<file path="config.mk">
export PLATFORM = sky130hd
export DESIGN_NAME = rvie_front
export DESIGN_NICKNAME = d
export VERILOG_FILES = /design/src/hw/rtl/rvie_pkg.sv /design/src/hw/rtl/rvie_front.sv
export SDC_FILE = /design/constraint.sdc
export NUM_CORES = 1
export LEC_CHECK = 0
export BUFFER_PORTS_ARGS = -buffer_cell sky130_fd_sc_hd__buf_2
export CORE_AREA = 4 4 95 97
export DETAILED_ROUTE_END_ITERATION = 12
export DIE_AREA = 0 0 99 101
export PLACE_DENSITY = 0.55
export SYNTH_ARGS = -nofsm -noshare
export SYNTH_HDL_FRONTEND = slang
export SYNTH_SLANG_ARGS = --single-unit
</file>
<file path="constraint.sdc">
create_clock -name vclk -period 0.85
set_input_delay 0.085 -clock vclk [all_inputs]
set_output_delay 0.085 -clock vclk [all_outputs]
set_load 0.02 [all_outputs]
</file>
<file path="src/hw/rtl/rvie_pkg.sv">
`timescale 1ns / 1ps
// ----------------------------------------------------------------------------
// rvie_pkg
// Shared types and constants of the RV64I I-type execute block.
// ----------------------------------------------------------------------------
package rvie_pkg;

    localparam int          MEM_BYTES_DEF = 4096;
    localparam logic [63:0] WINDOW_BASE   = 64'h0000_0000_0001_0000;
    localparam logic [4:0]  REG_ZERO      = 5'd0;
    localparam int          QDEPTH        = 2;

    typedef enum logic [4:0] {
        REQ_ADDI    = 5'd0,
        REQ_XORI    = 5'd1,
        REQ_ORI     = 5'd2,
        REQ_ANDI    = 5'd3,
        REQ_SLLI    = 5'd4,
        REQ_SRLI    = 5'd5,
        REQ_SRAI    = 5'd6,
        REQ_LB      = 5'd7,
        REQ_LH      = 5'd8,
        REQ_LW      = 5'd9,
        REQ_LD      = 5'd10,
        REQ_LBU     = 5'd11,
        REQ_LHU     = 5'd12,
        REQ_LWU     = 5'd13,
        REQ_JALR    = 5'd14,
        REQ_SETREG  = 5'd15,
        REQ_MEMBYTE = 5'd16
    } req_t;

    typedef enum logic [3:0] {
        CL_ADD, CL_XOR, CL_OR, CL_AND, CL_SLL, CL_SRL, CL_SRA,
        CL_LOAD, CL_JALR, CL_SET, CL_MEMW, CL_NOP
    } op_class_t;

    typedef enum logic [1:0] {SZ_B, SZ_H, SZ_W, SZ_D} ld_size_t;

    typedef struct packed {
        op_class_t          cls;
        ld_size_t           size;
        logic               sgn;
        logic               wr;
        logic [4:0]         rd;
        logic [4:0]         rs;
        logic signed [11:0] imm;
        logic [19:0]        line;
        logic [63:0]        lv;
        logic [11:0]        midx;
    } item_t;

    typedef struct packed {
        logic clearing;
    } back_status_t;

    typedef enum logic [2:0] {
        B_CLEAR, B_IDLE, B_ADDR, B_EXEC, B_LOAD, B_LWAIT, B_JALR
    } back_state_t;

endpackage

</file>
<file path="src/hw/rtl/rvie_front.sv">
`timescale 1ns / 1ps
// ----------------------------------------------------------------------------
// rvie_front
// Accepts request beats and classifies them into queue entries.
// ----------------------------------------------------------------------------
module rvie_front (
    input  logic                 s_valid,
    output logic                 s_ready,
    input  logic [4:0]           s_req_type,
    input  logic [4:0]           s_dest_reg,
    input  logic [4:0]           s_src_reg,
    input  logic signed [11:0]   s_immediate,
    input  logic [19:0]          s_line_index,
    input  logic signed [63:0]   s_load_value,
    input  logic [11:0]          s_mem_index,
    input  logic                 q_full,
    input  rvie_pkg::back_status_t bstat,
    output logic                 q_push,
    output rvie_pkg::item_t      q_item
);

    logic writes;

    assign s_ready = !q_full && !bstat.clearing;
    assign q_push  = s_valid && s_ready;

    always_comb begin
        q_item.cls  = rvie_pkg::CL_NOP;
        q_item.size = rvie_pkg::SZ_B;
        q_item.sgn  = 1'b0;
        writes      = 1'b1;
        unique case (s_req_type)
            rvie_pkg::REQ_ADDI:    q_item.cls = rvie_pkg::CL_ADD;
            rvie_pkg::REQ_XORI:    q_item.cls = rvie_pkg::CL_XOR;
            rvie_pkg::REQ_ORI:     q_item.cls = rvie_pkg::CL_OR;
            rvie_pkg::REQ_ANDI:    q_item.cls = rvie_pkg::CL_AND;
            rvie_pkg::REQ_SLLI:    q_item.cls = rvie_pkg::CL_SLL;
            rvie_pkg::REQ_SRLI:    q_item.cls = rvie_pkg::CL_SRL;
            rvie_pkg::REQ_SRAI:    q_item.cls = rvie_pkg::CL_SRA;
            rvie_pkg::REQ_LB: begin
                q_item.cls = rvie_pkg::CL_LOAD; q_item.size = rvie_pkg::SZ_B; q_item.sgn = 1'b1;
            end
            rvie_pkg::REQ_LH: begin
                q_item.cls = rvie_pkg::CL_LOAD; q_item.size = rvie_pkg::SZ_H; q_item.sgn = 1'b1;
            end
            rvie_pkg::REQ_LW: begin
                q_item.cls = rvie_pkg::CL_LOAD; q_item.size = rvie_pkg::SZ_W; q_item.sgn = 1'b1;
            end
            rvie_pkg::REQ_LD: begin
                q_item.cls = rvie_pkg::CL_LOAD; q_item.size = rvie_pkg::SZ_D;
            end
            rvie_pkg::REQ_LBU: begin
                q_item.cls = rvie_pkg::CL_LOAD; q_item.size = rvie_pkg::SZ_B;
            end
            rvie_pkg::REQ_LHU: begin
                q_item.cls = rvie_pkg::CL_LOAD; q_item.size = rvie_pkg::SZ_H;
            end
            rvie_pkg::REQ_LWU: begin
                q_item.cls = rvie_pkg::CL_LOAD; q_item.size = rvie_pkg::SZ_W;
            end
            rvie_pkg::REQ_JALR:    q_item.cls = rvie_pkg::CL_JALR;
            rvie_pkg::REQ_SETREG:  q_item.cls = rvie_pkg::CL_SET;
            rvie_pkg::REQ_MEMBYTE: begin
                q_item.cls = rvie_pkg::CL_MEMW; writes = 1'b0;
            end
            default: writes = 1'b0;
        endcase
        q_item.wr   = writes && (s_dest_reg != rvie_pkg::REG_ZERO);
        q_item.rd   = s_dest_reg;
        q_item.rs   = s_src_reg;
        q_item.imm  = s_immediate;
        q_item.line = s_line_index;
        q_item.lv   = s_load_value;
        q_item.midx = s_mem_index;
    end

endmodule

</file>
==> results.md <==
* RSZ-0062 raised after global routing: yes
* Post-Synthesis Cells at 140
* Routed WL per cell at between 10 and 15 um
* Hold Crit Start: s_load_value[10]
* GRT overflow at 0
* Die width at slightly below 100 um
* Core ar. at just over 8000 sq um
* Logic gate share of total power at 1.000
* Worst Path Buf+Inv at 2
* Largest net degree at the start of global routing at 8
* Ys Warns at 0
* FMAX at 962 MHz
* Worst Path Arrival at 0.95 ns
* Routed WL at roughly 2400 um
* Fillers at approximately 950
* Final Hold Fails at 0
* Top cell type's share of synthesized area at 0.864
* Min cycle time layout at ~1.0 ns
* Antenna Cells at 0
* Num sequential at 0
* Most frequent CP cell: buf_6
* Sequential cell area at 0 sq um
* Sequential-to-total area share from yosys stat at 0
* Port Buf Inserts at 28
* CP Capture Type: primary output
* Crit path kind: in2out
* Most frequent cell after synthesis: buf_4
* Netlist Area Pre-Place at roughly 1000 sq um
* GPL Wtd Cong at between 0.6 and 0.7
* Vias in the first global route at about 500
* Flop pwr share at 0
* Internal power at around 0.00013 W
* Unique cell type count in the Yosys netlist at 16
* Max-capacitance violation count at 0
* Via count at 475
* Max FO, Critical Path at 3
* Crit path required time at 0.76 ns
* Synth top area cells: buf_4 86%, or3b_1 1.7%, a21oi_1 1.5%
* Setup WS post-layout at -0.190 ns
* Critical path's slowest cell: or4_1
* Worst min path class: in2out
* Clkbuf count at 0
* DP Wirelength at around 2000 um
* Synth top cells by count: 118 x buf_4, 4 x nor2_1, 3 x a21oi_1
* NetSw at roughly 0.00012 W
* Antenna violations before repair at 0
* Worst setup SP type: input port
* Measured slew at the worst slew-check pin at about 0.18 ns
* Drt initial violations at 2
* First-pass iteration count of the detailed router at 2
* Slew Viols, Final at 0
* Area grow syn2layout at -45.3%
* Cell area power density at approximately 450 nW/um^2
* Maximum vdd drop at 44.5 uV
* # DRC at 0
* Post-route ant nets at 0
* Layout cells sized above 1 at 0.724
* Post-synth top area cell: buf_4
* Slowest stage delay, CP at around 0.5 ns
* LEAKAGE at ~0.22 nW
* Mean Syn Cell Area at 7.32 sq um
* Total Nets Final at about 190
* Hold Path Stages at 0
* Rows at 33
* Setup TNS at -0.419 ns
* Die height at between 100 and 150 um
* Slew HR at 0.882
* Hold EP: q_item[22]
* Status: complete, but fails checks
* Syn Nets at between 200 and 300
* Worst path cell trace: buf_6, or4_1, o31a_1, buf_6
* Vias per cell at 2.91
* Clock share of power at 0
* Net Sw Frac at 0.493
* Hold WS at 0.170 ns
* Initial Util at 0.126
* Failing checks: setup timing
* Tcrit/Tclk final at 1.22
* GRT Resource Usage Total at 0.0401
* First-pass GRT wire length at around 3000 um
* Final setup viols at 4
* CP top delay family: simple AND/OR/NAND/NOR gates
* Die footprint at roughly 10000 sq um
* # IOs at approximately 250
-- routing by layer --
metal	global-route usage	wire length, um	part of all wire	vias up
met1	0.0173	356	0.15	175
met3	0.0291	536	0.22	54
met5	0	0	0	-
li1	-	-	-	159
met4	0.0798	448	0.19	0
met2	0.0615	1040	0.44	87
-- what timing repair did --
item                                    in CTS  in global routing
pin swaps                                    6                  3
hold endpoints to repair                     0                  0
hold buffers                                 0                  0
buffers inserted                             1                  0
endpoints found under the setup margin       7                  4
gates resized for setup                     20                  1
-- layout make-up --
type                       instances  area (sq um)  share of cell area
multi-input combinational         22           163               0.290
tap                              105           131               0.234
timing repair buffer              36           267               0.475
-- power by group through the flow --
stage	sequential, W	combinational [W]	clock, W
after floorplan	0	0.000885	0
final	0	0.000251	0
after global routing	0	0.000271	0
after detailed placement	0	0.000213	0
after global placement	0	0.000212	0
after CTS	0	0.000253	0
-- metrics by stage --
stage | std cells | cell area [sq um] | util | total power [W] | setup WS (ns)
after CTS | 163 | 557 | 0.0685 | 0.000253 | -0.188
final | 163 | 561 | 0.0689 | 0.000251 | -0.190
after detailed placement | 162 | 480 | 0.0591 | 0.000213 | -0.239
after floorplan | 140 | 1040 | - | 0.000885 | -0.00187
after global routing | 163 | 561 | 0.0689 | 0.000271 | -0.221
after global placement | 162 | 480 | 0.0591 | 0.000212 | -0.223
-- worst max path at each step --
stage / start / endpoint / cells past startpoint
after floorplan: s_req_type[3] / q_item[122] / 2
after global routing: s_req_type[0] / q_item[122] / 4
after global placement: s_req_type[3] / q_item[122] / 4
after CTS: s_req_type[0] / q_item[122] / 4
final: s_req_type[0] / q_item[122] / 4
after detailed placement: s_req_type[3] / q_item[122] / 4
-- cells by family (layout without fill, tap and decap cells) --
family | after synthesis | in the layout | synth area share
AOI/OAI and AO/OA | 7 | 7 | 0.0452
and+or+nand+nor | 15 | 15 | 0.0904
buffers and inverters | 118 | 36 | 0.864
-- placed cells by master, fill, tap and decap left out, types with 2 or more instances in the layout --
cell	count
a21oi_2	2
buf_2	18
buf_4	8
buf_6	9
nor2_1	4
or3b_1	2
(Power assumes the default switching activity.)
