<file path="config.mk">
export PLATFORM = sky130hd
export DESIGN_NAME = rvie_queue
export DESIGN_NICKNAME = d
export VERILOG_FILES = /design/src/hw/rtl/rvie_pkg.sv /design/src/hw/rtl/rvie_queue.sv
export SDC_FILE = /design/constraint.sdc
export NUM_CORES = 1
export LEC_CHECK = 0
export BUFFER_PORTS_ARGS = -buffer_cell sky130_fd_sc_hd__buf_2
export CAP_MARGIN = 15
export CORE_MARGIN = 2
export CORE_UTILIZATION = 47
export CTS_BUF_LIST = sky130_fd_sc_hd__clkbuf_16
export CTS_CLUSTER_DIAMETER = 30
export CTS_CLUSTER_SIZE = 40
export DETAILED_ROUTE_END_ITERATION = 16
export GPL_ROUTABILITY_DRIVEN = 0
export PLACE_DENSITY = 0.8
export SYNTH_ARGS = -nofsm -noshare
export SYNTH_HDL_FRONTEND = slang
export SYNTH_SLANG_ARGS = --single-unit
</file>
<file path="constraint.sdc">
create_clock -name aclk -period 6.1 [get_ports aclk]
set_input_delay 0 -clock aclk [delete_from_list [all_inputs] [get_ports aclk]]
set_output_delay 0 -clock aclk [all_outputs]
set_load 0.01 [all_outputs]
</file>
<file path="src/hw/rtl/rvie_pkg.sv">
`timescale 1ns / 1ps
// ----------------------------------------------------------------------------
// rvie_pkg
// Shared types and constants of the RV64I I-type execute block.
// ----------------------------------------------------------------------------
package rvie_pkg;

    localparam int          MEM_BYTES_DEF = 4096;
    localparam logic [63:0] WINDOW_BASE   = 64'h0000_0000_0001_0000;
    localparam logic [4:0]  REG_ZERO      = 5'd0;
    localparam int          QDEPTH        = 2;

    typedef enum logic [4:0] {
        REQ_ADDI    = 5'd0,
        REQ_XORI    = 5'd1,
        REQ_ORI     = 5'd2,
        REQ_ANDI    = 5'd3,
        REQ_SLLI    = 5'd4,
        REQ_SRLI    = 5'd5,
        REQ_SRAI    = 5'd6,
        REQ_LB      = 5'd7,
        REQ_LH      = 5'd8,
        REQ_LW      = 5'd9,
        REQ_LD      = 5'd10,
        REQ_LBU     = 5'd11,
        REQ_LHU     = 5'd12,
        REQ_LWU     = 5'd13,
        REQ_JALR    = 5'd14,
        REQ_SETREG  = 5'd15,
        REQ_MEMBYTE = 5'd16
    } req_t;

    typedef enum logic [3:0] {
        CL_ADD, CL_XOR, CL_OR, CL_AND, CL_SLL, CL_SRL, CL_SRA,
        CL_LOAD, CL_JALR, CL_SET, CL_MEMW, CL_NOP
    } op_class_t;

    typedef enum logic [1:0] {SZ_B, SZ_H, SZ_W, SZ_D} ld_size_t;

    typedef struct packed {
        op_class_t          cls;
        ld_size_t           size;
        logic               sgn;
        logic               wr;
        logic [4:0]         rd;
        logic [4:0]         rs;
        logic signed [11:0] imm;
        logic [19:0]        line;
        logic [63:0]        lv;
        logic [11:0]        midx;
    } item_t;

    typedef struct packed {
        logic clearing;
    } back_status_t;

    typedef enum logic [2:0] {
        B_CLEAR, B_IDLE, B_ADDR, B_EXEC, B_LOAD, B_LWAIT, B_JALR
    } back_state_t;

endpackage

</file>
<file path="src/hw/rtl/rvie_queue.sv">
`timescale 1ns / 1ps
// ----------------------------------------------------------------------------
// rvie_queue
// Two-entry queue of classified items between front and back.
// ----------------------------------------------------------------------------
module rvie_queue (
    input  logic            aclk,
    input  logic            aresetn,
    input  logic            push,
    input  rvie_pkg::item_t push_item,
    input  logic            pop,
    output logic            full,
    output logic            not_empty,
    output rvie_pkg::item_t head
);

    localparam int PW = $clog2(rvie_pkg::QDEPTH);

    rvie_pkg::item_t      ent_reg [rvie_pkg::QDEPTH];
    logic [PW-1:0]        wptr_reg, rptr_reg;
    logic [PW:0]          cnt_reg;

    assign full      = (cnt_reg == (PW+1)'(rvie_pkg::QDEPTH));
    assign not_empty = (cnt_reg != '0);
    assign head      = ent_reg[rptr_reg];

    always_ff @(posedge aclk) begin
        if (push) begin
            ent_reg[wptr_reg] <= push_item;
        end
    end

    always_ff @(posedge aclk) begin
        if (!aresetn) begin
            wptr_reg <= '0;
            rptr_reg <= '0;
            cnt_reg  <= '0;
        end else begin
            if (push) wptr_reg <= wptr_reg + 1'b1;
            if (pop)  rptr_reg <= rptr_reg + 1'b1;
            cnt_reg <= cnt_reg + (PW+1)'(push) - (PW+1)'(pop);
        end
    end

endmodule

</file>
==> reports/qor.csv, run 1 <==
metric,value,unit
overflow,0,
num_rows,51,
min_period,2.978,ns
drtPass1Iterations,4,
dieHeight,146.0,microns
drt_iter0_drc,314,
initial_core_util,48.35,%
max_cap_violations,0,
ys_ff_latch,257,
post-route-drc-count,0,
hp-class,input pin to flop,
synth_edf_count,252,
cts.repair.resized,0,
cp.arrival,2.98,ns
cts_sinks,257,
synth.area.top_cells,"edfxtp_1 80%, mux2_2 10%, mux2_4 6.3%, dfxtp_1 1.1%, buf_6 0.71%",
cp_max_fo,71,
grt_max_degree,75,
fmax,335.8,MHz
synthDominantCellAreaShare,79.89,%
fin_tns_setup,0,ns
ir_drop,0.2671,mV
hold_viol_final,0,
nets,966,
end_kind,primary output,
chipWidth,146.0,microns
yosys-top-cells-count,"252 x edfxtp_1, 86 x mux2_2, 40 x mux2_4",
fp.dieArea,0.02130,sq mm
routed_wl,21.04,mm
clkTransAtPathRegs,0.05,ns
cts_made_buffers,42,
cp-start-kind,flop,
r2r-start,wptr_reg$_SDFFE_PN0P_,
clock_path_buffers,3,
setup_viol,0,
clkLatencyLatePin,0.50,ns
core-area,0.01959,sq mm
fin_worst_skew,0.01418,ns
syn_area,0.009472,sq mm
yosysUniqueCellTypes,14,
synthCells,413,
p_per_area,348.1,mW/mm^2
grt_pass1_wl,32.20,mm
worst_hold_startpoint,push_item[60],
synth-main-ff-cell,edfxtp_1,
r2r_slack,3.66,ns
ios,258,
p_leak,5.366,nW
h-tree-depth,2,
drive_gt1_share,52.08,%
grt_pass1_vias,6236,
syn_to_final_growth,44.35,%
avgSynthCellArea,22.93,sq um
post-synth-top-count-cell,edfxtp_1,
hold_depth,2,
grt_setup_unrepaired,no,
async_flop_share,0,%
wl_per_cell,18.59,microns
yosysWarnings,0,
ant_nets,0,
critPathKind,flop to primary output,
ff2ff_path_depth,2,
grt_usage,19.33,%
synth_area_leader_cell,edfxtp_1,
slew_violations,0,
power.total,4.760,mW
worst_pin_slew,1.039,ns
relSlewSlack,30.71,%
vias_per_cell,4.839,
r2r-end,ent_reg[1][50]$_DFFE_PP_,
antenna_found_initial,3,
status,completed,
required,6.10,ns
hold_ws,0.2211,ns
dp_hpwl,12.12,mm
cts_tree,yes,
synth_nets,545,
io_buffers,257,
ys_seq_area_share,80.95,%
vias,5478,
min_to,ent_reg[1][60]$_DFFE_PP_,
root_buffer,clkbuf_16,
largest_reg_flops,252,
timing.final.crit_share,48.82,%
-- logic make-up (layout without fill, tap and decap cells) --
group / count (synthesis) / count (layout) / synth area share [%]
mux: 126 / 126 / 16.57
flops: 257 / 257 / 80.95
fa+ha+maj: 2 / 2 / 0.2642
other cells: 0 / 3 / 0
xor+xnor: 2 / 2 / 0.3303
buf+inv: 16 / 467 / 1.215
compound gates: 1 / 1 / 0.07929
simple gates: 9 / 9 / 0.5944
-- through the flow --
stage	setup WS (ns)	utilization, %	cell area [sq um]	std cells
finish	3.122	69.79	13670	1132
global route	2.941	69.79	13670	1132
CTS	3.085	69.75	13660	1129
detailed placement	3.622	56.28	11030	925
global placement	3.656	56.28	11030	925
floorplan	2.046	-	9474	413
-- layout make-up --
class	instances	area (sq um)
clock inverters	29	211.5
diodes	3	7.507
clock buffers	45	1126
repair buffers	391	2618
well taps	265	331.6
multi-input cells	140	1699
flip-flops and latches	257	7671
fillers	1202	5918
inverters	2	7.507
-- layer usage --
| metal | vias up | wire (microns) | global-route usage [%] | part of all wire (%) |
|---|---|---|---|---|
| li1 | 2492 | - | - | - |
| met1 | 2687 | 7902 | 21.21 | 38 |
| met2 | 248 | 11180 | 35.14 | 53 |
| met3 | 51 | 1381 | 5.611 | 6.6 |
| met4 | 0 | 581 | 7.745 | 2.8 |
| met5 | - | 0 | 0 | 0 |
-- cell usage in the layout (no fill, tap or decap) --
cell type	count
and2_1	3
and2_4	1
buf_2	257
buf_4	4
bufinv_16	3
clkbuf_16	45
clkinv_1	8
clkinv_2	8
clkinv_4	1
clkinvlp_4	1
dfxtp_1	4
dfxtp_4	1
diode_2	3
dlygate4sd3_1	130
edfxtp_1	252
ha_1	2
inv_1	9
inv_6	1
mux2_2	86
mux2_4	40
nor2b_1	3
nor2b_4	1
o21a_1	1
or2_2	1
xnor3_1	1
xor2_1	1
-- worst max path at each step --
stage	start	end	slack, ns	depth (start not counted)
after floorplan	wptr_reg$_SDFFE_PN0P_	ent_reg[0][0]$_DFFE_PP_	2.05	1
after global placement	flop	head[40]	3.66	3
after detailed placement	flop	head[37]	3.62	3
after CTS	flop	head[69]	3.09	3
after global routing	flop	head[1]	2.94	3
final	flop	head[1]	3.12	3
-- power by group --
group / internal, mW / switching [mW]
Sequential: 2.05 / 0.0410
Combinational: 0.261 / 0.219
Clock: 1.44 / 0.748
-- critical path, cell delays in order, from the launching register on --
cell     delay (ns)
dfxtp_4        0.90
buf_4          0.89
mux2_2         0.44
buf_2          0.15
-- timing repair --
item | 4_1_cts | 5_1_grt
buffers inserted | 0 | 0
hold endpoints to repair | 257 | 0
hold buffers | 130 | 0
No activity file was read; power rests on OpenSTA's default activity.
==> inputs of run 2 (changes only) <==
- CORE_UTILIZATION: 47 -> 52
- PLACE_DENSITY: 0.8 -> 0.83
- clock period: 6.1 -> 3 ns (I/O delays scaled with it)
==> run 2 against run 1 <==
Net effect: combinational power is 110% higher; clock skew fell by 0.0051 ns; power increased by 100%; worst setup slack lost 2.2 ns; flip-flop and latch count stayed put; non-clock buffer count increased by 2; clock power increased by 97%; sequential share of layout area rose by 0.19 points; critical path depth unchanged; critical path type unchanged; global-route usage rose by 2.1 points.
==> reports/qor.csv, run 2 (synthesis gave the netlist of run 1 again) <==
metric,value,unit,change
dp_hpwl,11.51,mm,-5.1%
drtPass1Iterations,4,,unchanged
routedLengthMet1,7.708,mm,-2.5%
post-cts-setup-buffers,0,,unchanged
max_cap_violations,0,,unchanged
num_rows,49,,-3.9%
fin_cells,1095,,-3.3%
design_area,0.01363,sq mm,-0.33%
overflow,0,,unchanged
hold_viol_final,0,,unchanged
vias,5478,,unchanged
ios,258,,unchanged
final_cell_mix,"257 x buf_2, 252 x edfxtp_1, 130 x dlygate4sd3_1",,
post-route-drc-count,0,,unchanged
cp_max_fo,37,,-48%
root_buffer,clkbuf_16,,
cts_tree,yes,,
end_kind,primary output,,
path_delay_family,buffers and inverters,,
slew_violations,0,,unchanged
met2WireLength,11.35,mm,+1.5%
max_stage_delay,0.52,ns,-0.38 ns
clkTransAtPathRegs,0.06,ns,about the same
antenna_found_initial,4,,+1
fin_tns_setup,0,ns,unchanged
vias_per_cell,5.003,,+3.4%
worst_pin_slew,0.6200,ns,-0.4193 ns
num-fill-cells,941,,-22%
cts.repair.resized,0,,unchanged
grt_setup_unrepaired,no,,
dp_cells,891,,-3.7%
drt_iter0_drc,259,,-18%
cts_sinks,257,,unchanged
timing.final.crit_share,69.36,%,
p_per_area,701.2,mW/mm^2,+100%
cp-start-kind,flop,,
hp-class,input pin to flop,,
drive_gt1_share,52.72,%,+0.64 points
wl_met3,1.580,mm,+14%
ff2ff_path_depth,2,,unchanged
grt_usage,21.38,%,+2.1 points
crit_buf_inv,2,,unchanged
dieHeight,139.0,microns,-4.8%
clkLatencyLatePin,0.50,ns,about the same
p_leak,5.350,nW,-0.31%
cts_made_buffers,41,,-2.4%
syn_to_final_growth,43.87,%,
grt_max_degree,100,,+33%
relSlewSlack,58.67,%,+28 points
fin_worst_skew,0.009054,ns,-0.005127 ns
setup_viol,0,,unchanged
hold_depth,2,,unchanged
worst_path_max_delay_cell,buf_4,,
cp.depth,3,,unchanged
crit_chain,buf_4 -> mux2_2 -> buf_2,,
hold_buffers,130,,unchanged
cp.arrival,2.08,ns,-0.90 ns
status,completed,,
wl_per_cell,19.32,microns,+3.9%
initial_core_util,52.91,%,+4.6 points
core-area,0.01790,sq mm,-8.6%
final_common_cell,buf_2,,
post_dp_cell_area,0.01103,sq mm,about the same
top_layer,met5,,
routed_wl,21.15,mm,+0.52%
fp.dieArea,0.01931,sq mm,-9.4%
h-tree-depth,2,,unchanged
ir_drop,0.5852,mV,+120%
ant_nets,0,,unchanged
fmax,480.6,MHz,
min_period,2.081,ns,
grt_pass1_wl,31.77,mm,-1.3%
grt_pass1_vias,5999,,-3.8%
io_buffers,257,,unchanged
largest_reg_flops,252,,unchanged
nets,967,,+0.10%
critPathKind,flop to primary output,,
required,3.00,ns,-3.10 ns
clock_path_buffers,3,,unchanged
chipWidth,139.0,microns,-4.8%
[run 2: cell type report]
type	count	area [sq um]	area share, %
Multi-Input combinational cell	140	1699	12.47
Tap cell	229	286.5	2.103
Clock inverter	30	259.0	1.901
Timing Repair Buffer	393	2670	19.59
Antenna cell	3	7.507	0.05509
Sequential cell	257	7671	56.29
Inverter	2	7.507	0.05509
Clock buffer	41	1026	7.529
[run 2: final timing paths]
kind | slack, ns | startpoint | endpoint
worst max-delay path | 0.92 | flop | head[30]
worst min-delay path | 0.23 | push_item[47] | ent_reg[1][47]$_DFFE_PP_
worst max register to register | 1.24 | wptr_reg$_SDFFE_PN0P_ | ent_reg[1][94]$_DFFE_PP_
worst min register to register | 0.60 | rptr_reg$_SDFFE_PN0P_ | rptr_reg$_SDFFE_PN0P_
[run 2: power breakdown]
group / switching, mW / total [mW] / internal (mW)
combinational: 0.475 / 1.01 / 0.537
clock: 1.56 / 4.32 / 2.76
sequential: 0.0585 / 4.22 / 4.16
[run 2: metrics by stage]
step / setup slack, ns / utilization (%) / hold WS, ns / total power, mW
after detailed placement: 1.261 / 61.63 / 0.1910 / 5.144
after global placement: 1.313 / 61.63 / 0.1872 / 5.102
after floorplan: 0.3723 / - / 0.09887 / 4.785
after CTS: 0.8962 / 76.08 / 0.1969 / 9.587
after global routing: 0.8502 / 76.12 / 0.2217 / 9.873
final: 0.9192 / 76.12 / 0.2337 / 9.555
[run 2: metal layers]
metal,track usage (%),vias up
met3,6.423,43
met4,7.390,2
met1,23.04,2692
met5,0,-
li1,-,2500
met2,39.88,241
[run 2: worst register-to-register path, stage by stage (launching register included)]
cell and delay, ns:
dfxtp_1 0.38, and2_4 0.57, buf_4 0.46
==> inputs of run 3 (changes only) <==
- ABC_AREA: default -> 1
- clock period: 3 -> 2.1 ns (I/O delays scaled with it)
==> run 3 against run 2 <==
Net effect: core utilization rose by 0.25 points; global-route usage grew 0.84 points; cell area is 0.33% higher; critical endpoint is now head[70]; largest cell class unchanged; highest routed layer is now met4.
==> reports/qor.csv, run 3 <==
metric,value,unit,change
drive_gt1_share,51.70,%,-1.0 points
h-tree-depth,2,,unchanged
async_flop_share,0,%,unchanged
diodes,0,,-3
grt_setup_unrepaired,no,,
drt_iter0_drc,284,,+9.7%
required,2.10,ns,-0.90 ns
yosysWarnings,0,,unchanged
clkTransAtPathRegs,0.05,ns,about the same
antenna_found_initial,0,,-4
power.total,13.51,mW,+41%
synth_nets,557,,+2.2%
crit_chain,buf_12 -> mux2_2 -> buf_2,,
yosys-top-cells-count,"252 x edfxtp_1, 86 x mux2_2, 40 x mux2_4",,
largest_reg_flops,252,,unchanged
synth_area_leader_cell,edfxtp_1,,
worst_pin_slew,0.4092,ns,-0.2108 ns
dp_hpwl,11.67,mm,+1.4%
seq_area,0.007672,sq mm,about the same
fin_worst_skew,0.01061,ns,+0.001557 ns
p_comb_share,9.9,%,-0.7 points
status,completed,,
pwr-share-seq,44.7,%,+0.5 points
grt_pass1_vias,6254,,+4.3%
drtPass1Iterations,4,,unchanged
swShare,21.77,%,-0.17 points
cp_max_fo,40,,+8.1%
cts_tree,yes,,
cts_sinks,257,,unchanged
multiInputGateArea,0.001678,sq mm,-1.3%
setup_slack,0.2212,ns,-0.6980 ns
fin_tns_setup,0,ns,unchanged
clkLatencyLatePin,0.50,ns,about the same
synth_top_family_by_area,multiplexers,,
end_kind,primary output,,
synthDominantCellAreaShare,79.92,%,about the same
io_buffers,257,,unchanged
timing.final.crit_share,89.47,%,
root_buffer,clkbuf_16,,
final_cell_mix,"257 x buf_2, 252 x edfxtp_1, 130 x dlygate4sd3_1",,
ys_ff_latch,257,,unchanged
p_int,10.57,mW,+42%
yosys.area_share.simple,0.7267,%,+0.13 points
clock_path_buffers,3,,unchanged
relSlewSlack,72.72,%,+14 points
cp.arrival,1.88,ns,-0.20 ns
synth.area.top_cells,"edfxtp_1 80%, mux2_2 10%, mux2_4 6.3%, dfxtp_1 1.1%, buf_6 0.71%",,
vias,5664,,+3.4%
post-synth-top-count-cell,edfxtp_1,,
wl_per_cell,19.83,microns,+2.7%
cts.repair.resized,0,,unchanged
ir_drop,0.8605,mV,+47%
final_common_cell,buf_2,,
yosysUniqueCellTypes,12,,-2
critPathKind,flop to primary output,,
ios,258,,unchanged
syn_to_final_growth,44.38,%,
avgSynthCellArea,22.28,sq um,-2.8%
overflow,0,,unchanged
synth_edf_count,252,,unchanged
num_rows,49,,unchanged
worst_path_max_delay_cell,dfxtp_4,,
synthAdderAreaFrac,0.2643,%,about the same
ant_nets,0,,unchanged
synth_mux_area_share,16.57,%,about the same
pwr-share-clk,45.4,%,+0.2 points
vias_per_cell,5.107,,+2.1%
grt_usage,22.22,%,+0.84 points
cp-start-kind,flop,,
initial_core_util,52.89,%,about the same
post-route-drc-count,0,,unchanged
synthXorXnorAreaFrac,0,%,-0.33 points
cts_made_buffers,40,,-2.4%
max_stage_delay,0.50,ns,-0.02 ns
max_cap_violations,0,,unchanged
synthCells,425,,+2.9%
fp.dieArea,0.01931,sq mm,about the same
core-area,0.01790,sq mm,unchanged
routed_wl,22.00,mm,+4.0%
synth_compound_area_share,0.05285,%,-0.026 points
p_leak,5.398,nW,+0.90%
dieHeight,138.9,microns,about the same
hp-class,input pin to flop,,
place_ws,0.6082,ns,-0.6532 ns
grt_pass1_wl,33.09,mm,+4.1%
ys_seq_area_share,80.97,%,about the same
num-fill-cells,935,,-0.64%
synth-main-ff-cell,edfxtp_1,,
chipWidth,138.9,microns,about the same
slew_violations,0,,unchanged
fmax,532.2,MHz,
grt_max_degree,73,,-27%
nets,980,,+1.3%
syn_area,0.009469,sq mm,about the same
setup_viol,0,,unchanged
p_per_area,988.4,mW/mm^2,+41%
min_period,1.879,ns,
power_switching,2.943,mW,+40%
hold_viol_final,0,,unchanged
fin_util,76.37,%,+0.25 points
run 3: cell types whose count changed after synthesis, sizes merged, moves of 4 or more:
cell	delta
and2	-4
inv	+5
nor2b	-4
nor2	+8
nand2	+9
run 3: path summary, 6_finish.rpt:
check	startpoint	slack (ns)	end	depth (start not counted)
setup / recovery	flop	0.22	head[70]	3
hold reg to reg	wptr_reg$_SDFFE_PN0P_	0.52	wptr_reg$_SDFFE_PN0P_	2
hold / removal	push_item[116]	0.22	ent_reg[0][116]$_DFFE_PP_	2
setup reg to reg	cnt_reg[0]$_SDFF_PN0_	0.28	cnt_reg[0]$_SDFF_PN0_	7
run 3: cell families after synthesis:
kind of cell             after synthesis
flip-flops                           257
multiplexers                         126
adder cells (fa/ha/maj)                2
buffers and inverters                 21
AND/OR/NAND/NOR                       18
AO/OA/AOI/OAI                          1
run 3: through the flow:
step / hold WS [ns] / instances / instance area (sq um)
CTS: 0.1843 / 1108 / 13660
floorplan: 0.09345 / 425 / 9484
global route: 0.2094 / 1109 / 13670
finish: 0.2211 / 1109 / 13670
detailed placement: 0.1916 / 904 / 11080
global placement: 0.1869 / 904 / 11080
run 3: final cells by class:
class	instances	share of cell area (%)
Clock buffer	41	7.504
Timing Repair Buffer	395	19.94
Inverter	7	0.2196
Multi-Input combinational cell	147	12.27
Sequential cell	257	56.12
Clock inverter	33	1.849
Tap cell	229	2.096
run 3: timing repair:
item / CTS / global route
setup endpoints to repair: 0 / 1
buffers inserted: 0 / 1
hold buffers: 130 / 0
hold endpoints to repair: 257 / 0
run 3: critical path: cells and delay by family, from the launching register on:
kind / cells / cell delay [ns]
buffers and inverters: 2 / 0.46
multiplexers: 1 / 0.39
flip-flops: 1 / 0.50
run 3: layer usage:
metal  vias up  global-route usage [%]  share of wire [%]
met2       275                   40.78                 54
met4         0                   9.410                3.0
li1       2547                       -                  -
met5         -                       0                  0
met1      2791                   24.81                 37
met3        51                   5.214                6.3
run 3: power groups by stage:
stage               combinational, mW  clock (mW)  sequential [mW]
finish                           1.34        6.13             6.04
global route                     1.42        6.49             6.05
CTS                              1.30        6.21             6.04
detailed placement               1.10           0             6.14
global placement                 1.06           0             6.11
floorplan                       0.632           0             6.11
